--- config.mk ---
export PLATFORM = sky130hd
export DESIGN_NAME = date_offset_by_days
export DESIGN_NICKNAME = d
export VERILOG_FILES = /design/src/design/dobd_pkg.sv /design/src/design/date_offset_by_days.sv
export VERILOG_INCLUDE_DIRS = /design/src /design/src/design
export SDC_FILE = /design/constraint.sdc
export NUM_CORES = 1
export LEC_CHECK = 0
export ABC_CLOCK_PERIOD_IN_PS = 10690
export BUFFER_PORTS_ARGS = -buffer_cell sky130_fd_sc_hd__buf_2
export CAP_MARGIN = 10
export CORE_MARGIN = 10
export CORE_UTILIZATION = 47
export CTS_CLUSTER_SIZE = 24
export DETAILED_ROUTE_END_ITERATION = 7
export GPL_TIMING_DRIVEN = 0
export PLACE_DENSITY_LB_ADDON = 0.08
export SLEW_MARGIN = 20
export SYNTH_ARGS = -nofsm -noshare
export SYNTH_HDL_FRONTEND = slang
export SYNTH_SLANG_ARGS = --single-unit
--- constraint.sdc ---
create_clock -name clk_i -period 10.69 [get_ports clk_i]
set_input_delay 0 -clock clk_i [delete_from_list [all_inputs] [get_ports clk_i]]
set_output_delay 0 -clock clk_i [all_outputs]
set_load 0.05 [all_outputs]
--- src/design/date_offset_by_days_macros.svh ---
// Assertion macros for the date offset block.
// Included by design/date_offset_by_days.sv; expects clk_i and rst_ni in scope.
`ifndef DATE_OFFSET_BY_DAYS_MACROS_SVH
`define DATE_OFFSET_BY_DAYS_MACROS_SVH

// Implication checked on every clock edge outside reset.
`define DOBD_ASSERT(lbl, prop, msg) \
  lbl: assert property (@(posedge clk_i) disable iff (!rst_ni) prop) else $error(msg);

// Antecedent in one cycle, consequent in the next.
`define DOBD_ASSERT_NEXT(lbl, ante, cons, msg) \
  lbl: assert property (@(posedge clk_i) disable iff (!rst_ni) (ante) |=> (cons)) \
    else $error(msg);

`endif

--- src/design/dobd_pkg.sv ---
// Shared constants, state encoding and month length lookup for the date offset block.
// No dependencies.
`default_nettype none

package dobd_pkg;

  localparam int unsigned CountBitsDefault = 16;

  localparam logic [13:0] YearMin  = 14'd1;
  localparam logic [13:0] YearMax  = 14'd9999;
  localparam logic [3:0]  Months   = 4'd12;
  localparam logic [3:0]  MonthMin = 4'd1;
  localparam logic [4:0]  DayMin   = 5'd1;
  localparam logic [4:0]  DecDays  = 5'd31;
  localparam logic [13:0] Mod25    = 14'd25;
  localparam logic [13:0] Mod25Top = 14'd24;
  // 25 << 9 is the largest shifted multiple that fits in 14 bits, and it is above the top year
  localparam logic [3:0]  ModSteps = 4'd10;

  // Common row first, leap row second
  localparam logic [4:0] MonthLenTable [24] = '{
    5'd31, 5'd28, 5'd31, 5'd30, 5'd31, 5'd30,
    5'd31, 5'd31, 5'd30, 5'd31, 5'd30, 5'd31,
    5'd31, 5'd29, 5'd31, 5'd30, 5'd31, 5'd30,
    5'd31, 5'd31, 5'd30, 5'd31, 5'd30, 5'd31
  };

  typedef enum logic [4:0] {
    ST_IDLE  = 5'b00001,
    ST_MOD   = 5'b00010,
    ST_CLAMP = 5'b00100,
    ST_STEP  = 5'b01000,
    ST_DONE  = 5'b10000
  } state_e;

  function automatic logic [4:0] month_len(input logic leap, input logic [3:0] month);
    logic [4:0] idx;
    idx = leap ? (5'(month) + 5'd11) : (5'(month) - 5'd1);
    return MonthLenTable[idx];
  endfunction

endpackage

`default_nettype wire

--- src/design/date_offset_by_days.sv ---
// One transaction at a time: the ready goes low from accept until the result is
// loaded into the output register, so the month-stepping loop holds off new requests.
// A year mod 25 pass precedes the loop and feeds the leap-year tracking.
// Reset (async, active low) clears the sequencer and the output valid only.
`default_nettype none

module date_offset_by_days
  import dobd_pkg::*;
#(
  parameter int unsigned COUNT_BITS = CountBitsDefault
) (
  input  wire logic                  clk_i,
  input  wire logic                  rst_ni,
  input  wire logic                  in_valid_i,
  output      logic                  in_ready_o,
  input  wire logic                  req_type_i,
  input  wire logic [13:0]           start_year_i,
  input  wire logic [3:0]            start_month_i,
  input  wire logic [4:0]            start_day_i,
  input  wire logic [COUNT_BITS-1:0] day_count_i,
  output      logic                  out_valid_o,
  input  wire logic                  out_ready_i,
  output      logic [13:0]           result_year_o,
  output      logic [3:0]            result_month_o,
  output      logic [4:0]            result_day_o,
  output      logic                  year_overflow_o
);

  `include "date_offset_by_days_macros.svh"

  state_e state_q, state_d;

  logic                  dir_q, dir_d;
  logic [13:0]           y_q, y_d;
  logic [3:0]            m_q, m_d;
  logic [4:0]            d_q, d_d;
  logic [COUNT_BITS-1:0] n_q, n_d;
  logic                  ovf_q, ovf_d;
  logic [13:0]           r_q, r_d;   // year mod 25 once the mod pass ends
  logic [3:0]            k_q, k_d;

  logic                  out_valid_q;
  logic [13:0]           res_year_q;
  logic [3:0]            res_month_q;
  logic [4:0]            res_day_q;
  logic                  res_ovf_q;
  logic                  out_load;

  logic        leap;
  logic [4:0]  cur_len;
  logic [4:0]  rest;
  logic [13:0] div_term;
  logic [13:0] y_in;
  logic [3:0]  m_in;

  logic        in_accept;
  logic        step_date_ok;
  logic        res_clamped;

  // y%100 == 0 needs y%4 == 0 and y%25 == 0; then y%400 == 0 needs y%16 == 0
  assign leap     = (y_q[1:0] == 2'd0) && ((r_q != 14'd0) || (y_q[3:0] == 4'd0));
  assign cur_len  = month_len(leap, m_q);
  assign rest     = cur_len - d_q;
  assign div_term = Mod25 << k_q;

  always_comb begin
    y_in = start_year_i;
    if (start_year_i < YearMin) y_in = YearMin;
    if (start_year_i > YearMax) y_in = YearMax;
    m_in = start_month_i;
    if (start_month_i < MonthMin) m_in = MonthMin;
    if (start_month_i > Months)   m_in = Months;
  end

  assign in_ready_o = (state_q == ST_IDLE);
  assign out_load   = (state_q == ST_DONE) && (!out_valid_q || out_ready_i);

  always_comb begin
    state_d = state_q;
    dir_d   = dir_q;
    y_d     = y_q;
    m_d     = m_q;
    d_d     = d_q;
    n_d     = n_q;
    ovf_d   = ovf_q;
    r_d     = r_q;
    k_d     = k_q;
    case (state_q)
      ST_IDLE: begin
        if (in_valid_i) begin
          dir_d   = req_type_i;
          y_d     = y_in;
          m_d     = m_in;
          d_d     = (start_day_i == 5'd0) ? DayMin : start_day_i;
          n_d     = day_count_i;
          ovf_d   = 1'b0;
          r_d     = y_in;
          k_d     = ModSteps - 4'd1;
          state_d = ST_MOD;
        end
      end
      ST_MOD: begin
        // restoring reduction, one multiple of 25 per cycle
        if (r_q >= div_term) r_d = r_q - div_term;
        k_d = k_q - 4'd1;
        if (k_q == 4'd0) state_d = ST_CLAMP;
      end
      ST_CLAMP: begin
        if (d_q > cur_len) d_d = cur_len;
        state_d = ST_STEP;
      end
      ST_STEP: begin
        if (n_q == '0) begin
          state_d = ST_DONE;
        end else if (!dir_q) begin
          if (n_q > COUNT_BITS'(rest)) begin
            n_d = n_q - (COUNT_BITS'(rest) + COUNT_BITS'(1));
            d_d = DayMin;
            if (m_q == Months) begin
              if (y_q == YearMax) begin
                m_d     = Months;
                d_d     = DecDays;
                ovf_d   = 1'b1;
                state_d = ST_DONE;
              end else begin
                y_d = y_q + 14'd1;
                m_d = MonthMin;
                r_d = (r_q == Mod25Top) ? 14'd0 : (r_q + 14'd1);
              end
            end else begin
              m_d = m_q + 4'd1;
            end
          end else begin
            d_d = d_q + n_q[4:0];
            n_d = '0;
          end
        end else begin
          if (n_q >= COUNT_BITS'(d_q)) begin
            n_d = n_q - COUNT_BITS'(d_q);
            if (m_q == MonthMin) begin
              if (y_q == YearMin) begin
                m_d     = MonthMin;
                d_d     = DayMin;
                ovf_d   = 1'b1;
                state_d = ST_DONE;
              end else begin
                // December has the same length in every year
                y_d = y_q - 14'd1;
                m_d = Months;
                d_d = DecDays;
                r_d = (r_q == 14'd0) ? Mod25Top : (r_q - 14'd1);
              end
            end else begin
              m_d = m_q - 4'd1;
              d_d = month_len(leap, m_q - 4'd1);
            end
          end else begin
            d_d = d_q - n_q[4:0];
            n_d = '0;
          end
        end
      end
      ST_DONE: begin
        // hold until the output register is free
        if (out_load) state_d = ST_IDLE;
      end
      default: state_d = ST_IDLE;
    endcase
  end

  always_ff @(posedge clk_i or negedge rst_ni) begin
    if (!rst_ni) begin
      state_q     <= ST_IDLE;
      out_valid_q <= 1'b0;
    end else begin
      state_q <= state_d;
      if (out_load) begin
        out_valid_q <= 1'b1;
      end else if (out_ready_i) begin
        out_valid_q <= 1'b0;
      end
    end
  end

  always_ff @(posedge clk_i) begin
    dir_q <= dir_d;
    y_q   <= y_d;
    m_q   <= m_d;
    d_q   <= d_d;
    n_q   <= n_d;
    ovf_q <= ovf_d;
    r_q   <= r_d;
    k_q   <= k_d;
    if (out_load) begin
      res_year_q  <= y_q;
      res_month_q <= m_q;
      res_day_q   <= d_q;
      res_ovf_q   <= ovf_q;
    end
  end

  assign out_valid_o     = out_valid_q;
  assign result_year_o   = res_year_q;
  assign result_month_o  = res_month_q;
  assign result_day_o    = res_day_q;
  assign year_overflow_o = res_ovf_q;

  assign in_accept    = in_valid_i && in_ready_o;
  assign step_date_ok = (m_q >= MonthMin) && (m_q <= Months) &&
                        (d_q >= DayMin) && (d_q <= cur_len);
  assign res_clamped  = ((res_year_q == YearMax) && (res_month_q == Months) &&
                         (res_day_q == DecDays)) ||
                        ((res_year_q == YearMin) && (res_month_q == MonthMin) &&
                         (res_day_q == DayMin));

  `DOBD_ASSERT(a_step_date_ok, (state_q == ST_STEP) |-> step_date_ok, "date out of range in step")
  `DOBD_ASSERT_NEXT(a_accept_starts_mod, in_accept, state_q == ST_MOD, "mod pass not started")
  `DOBD_ASSERT(a_ovf_clamped, (out_valid_q && res_ovf_q) |-> res_clamped, "overflow not clamped")

endmodule

`default_nettype wire
==> impl_metrics.csv <==
group,metric,value,unit
cts,cts-root-buf,"clkbuf_16",
cts,clock_latency,370,ps
sta,fmax,148.1,MHz
synth,yosysSeqAreaShare,34.11,%
worst_setup_path,path_class,"flop to flop",
global_routing,grt_use_met3,2.761,%
final_layout,nNetsFinal,1086,
final_layout,diodes,0,
worst_hold_path,hp-class,"input port to asynchronous set/reset pin",
place,portBuffers,69,
global_routing,grt_busiest_layer,"met2",
final_layout,final_common_cell,"nor2_1",
final_layout,area_growth,16.09,%
synth,yosysWarnings,0,
place,dpl_cell_area,8394,um2
routing,routed_wl,22.65,mm
floorplanning,die_h,148.4,um
power,netSwitchingPower,1128,uW
sta,timing.final.crit_share,63.16,%
synth,yosysUniqueCellTypes,79,
power,power_density,270.4,nW/um2
worst_setup_path,crit_fanout,14,
sta,final.setup.tns,0,ps
routing,first_pass_iters,5,
power,power.internal,1305,uW
cts,cts-resized-gates,0,
routing,dr.first_iter.drc_count,566,
place,hpwlAfterDp,17.16,mm
cts,cts_made_buffers,9,
routing,route.detailed.drc,0,
global_routing,grt_usage,20.17,%
synth,synth_top_flop_cell,"edfxtp_1",
worst_setup_path,worstSetupEndpointType,"flop",
global_routing,antenna_found_initial,0,
power,ir_drop,130.0,uV
worst_setup_path,cp.required,10670,ps
power,totalPowerFinal,2433,uW
global_routing,grt_pass1_wl,35.89,mm
cts,clock-sinks,89,
final_layout,final_cells,1202,
place,place.gp.congestion,0.9107,
final_layout,seq_area,2644,um2
sta,skew,21.05,ps
floorplanning,rows,46,
routing,wl_per_cell,18.84,um
sta,period_minus_slack,6751,ps
power,p_sw_share,46.36,%
worst_setup_path,arrival,6740,ps
cts,clock_path_buffers,2,
final_layout,multi_input_area,4776,um2
global_routing,globalRouteMet2Util,30.79,%
floorplanning,core-area,16000,um2
sta,worstMarginPinSlew,1005,ps
routing,vias,6985,
global_routing,grt_max_degree,25,
floorplanning,die_w,148.4,um
cts,htreeDepth,3,
synth,synthArstFlopShare,6.742,%
synth,syn_avg_cell_area,8.879,um2
synth,synth_area,7751,um2
synth,synth_seq_cells,89,
final_layout,fillCellCount,1494,
sta,rsz0062_at_grt,"false",
power,power_frac_clock,14.9,%
global_routing,grt_pass1_vias,6655,
routing,ant_nets,0,
synth,syn_inst,873,
cts,clk_pin_slew,90,ps
sta,slew_viol_final,0,
cts,cts_tree,"yes",
sta,slew_headroom,32.85,%
final_layout,drive_above_1_share,12.58,%
global_routing,overflow,0,
global_routing,use_met1,28.95,%
final_layout,layout_common_cells,"nor2_1 (88), nand2_1 (87), edfxtp_1 (83), buf_2 (71), o21ai_0 (57)",
synth,synth_edf_count,83,
status,violations,"negative hold slack",
place,dp.cells,1159,
power,p_comb_share,57.7,%
status,outcome,"finished with violations",
run,cap_violations,0,
synth,synth_nets,978,
sta,worst_hold_slack,-1.262,ps
power,seq_power_share,27.4,%
floorplanning,ios,70,
sta,hold_violations,1,
final_layout,finalInstanceArea,8999,um2
routing,viasPerCell,5.811,
floorplanning,start_util,48.44,%
floorplanning,die_area,22030,um2
worst_setup_path,start_kind,"flop",
sta,setup_violations,0,
power,p_leak,0.003504,uW
==> power by group through the flow <==
stage	registers (uW)	logic [uW]	clock network, uW
after global placement	672	1350	0
after detailed placement	671	1360	0
after global routing	683	1560	377
final	666	1400	363
after floorplan	625	1070	0
after CTS	664	1390	365
==> metrics by stage <==
step	util, %	hold slack (ps)	worst slack [ps]
floorplan	-	-295.6	5009
global placement	52.29	-155.1	3510
detailed placement	52.46	-158.5	4011
CTS	56.19	0.6307	3958
global route	56.24	24.30	3401
finish	56.24	-1.262	3939
==> critical path, stage by stage, from the launching register on <==
cell      delay [ps]
edfxtp_1         430
clkbuf_1         260
nor4_2           370
nand4b_2         270
o31ai_4          460
ha_1             370
xor2_1           310
nand2_1          100
o21ai_0          100
nand2_1           80
nand3_1           90
o21ai_0          200
ha_1             270
fa_1             390
nand3_1          110
xnor2_1          100
ha_1             280
clkbuf_1         300
nand2b_1          90
a221oi_1         430
o21bai_1         260
o22ai_1          270
a21oi_1          190
nor2_2           630
==> worst paths after layout <==
check                                       from  slack [ps]  cells past startpoint                        end
max in group asynchronous                 rst_ni       10460                      2     state_q[0]$_DFFE_PN1P_
min in group clk_i               start_year_i[0]          10                      3           y_q[0]$_DFFE_PP_
worst max-delay path            r_q[5]$_DFFE_PP_        3940                     23           y_q[4]$_DFFE_PP_
worst max register to register  r_q[5]$_DFFE_PP_        3940                     23           y_q[4]$_DFFE_PP_
worst min register to register   ovf_q$_DFFE_PP_         430                      0  year_overflow_o$_DFFE_PP_
worst min-delay path                      rst_ni          -1                      2     state_q[4]$_DFFE_PN0P_
==> metal layers <==
layer,vias up,part of all wire (%)
li1,3413,-
met1,3304,48
met2,240,44
met3,28,6.6
met4,0,1.7
met5,-,0
==> area by class of cell <==
type | count | share of cell area (%)
plain buffers | 42 | 2.197
repair buffers | 97 | 7.008
clock inverters | 6 | 1.085
multi-input cells | 701 | 53.07
flip-flops and latches | 89 | 29.38
inverters | 41 | 1.710
clock buffers | 10 | 2.544
well taps | 216 | 3.003
==> registers in the layout, summed over array words and instances, names as in the netlist <==
| register | cells |
|---|---|
| ovf_q | 1 |
| out_valid_o | 1 |
| state_q | 5 |
| result_year_o | 14 |
| year_overflow_o | 1 |
| k_q | 4 |
| n_q | 16 |
| result_day_o | 5 |
| y_q | 14 |
| dir_q | 1 |
| m_q | 4 |
| result_month_o | 4 |
| d_q | 5 |
| r_q | 14 |
==> cells in the mapped netlist, types with 3 or more instances <==
library cell,n,area [um2]
mux2_2,3,33.78
nand3b_1,6,45.04
or4_1,3,22.52
a21oi_1,46,230.2
ha_1,55,688.2
a211oi_1,8,60.06
xor2_1,40,350.3
nor4_1,10,62.56
edfxtp_1,83,2492
o211ai_1,6,45.04
nand2b_1,9,56.30
and2_1,7,43.79
o21ai_2,4,35.03
nand4_1,6,37.54
mux2i_1,7,70.07
a21o_1,10,75.07
dfrtp_1,5,125.1
o21ai_0,57,285.3
clkbuf_1,34,127.6
nand3_1,24,120.1
or2_2,6,37.54
nor3b_1,6,45.04
a31oi_1,7,43.79
a32oi_1,4,35.03
xnor2_1,47,411.6
nor2_1,89,334.1
o22ai_1,9,56.30
nand4b_1,3,26.28
a211o_1,4,35.03
o21bai_1,4,30.03
o21ai_1,6,30.03
o32a_1,3,30.03
inv_1,40,150.1
buf_6,5,56.30
or3_1,8,50.05
a221oi_1,8,70.07
nor2b_1,16,100.1
and3_1,6,37.54
nand2_1,87,326.6
o221ai_1,5,43.79
a22oi_1,11,82.58
fa_1,6,120.1
nor3_1,24,120.1
==> kinds of logic after synthesis <==
kind of cell | Yosys count | synth area share (%)
xor+xnor | 87 | 9.830
buf+inv | 83 | 4.536
compound gates | 219 | 18.60
simple gates | 324 | 21.16
flops | 89 | 34.11
fa+ha+maj | 61 | 10.43
mux | 10 | 1.340
==> timing repair <==
action / 4_1_cts / 5_1_grt
hold endpoints to repair: 33 / 0
hold buffers: 27 / 0
setup buffers: 0 / 0
endpoints found under the setup margin: 0 / 0
Note: power is estimated with default switching activity, not from simulation.
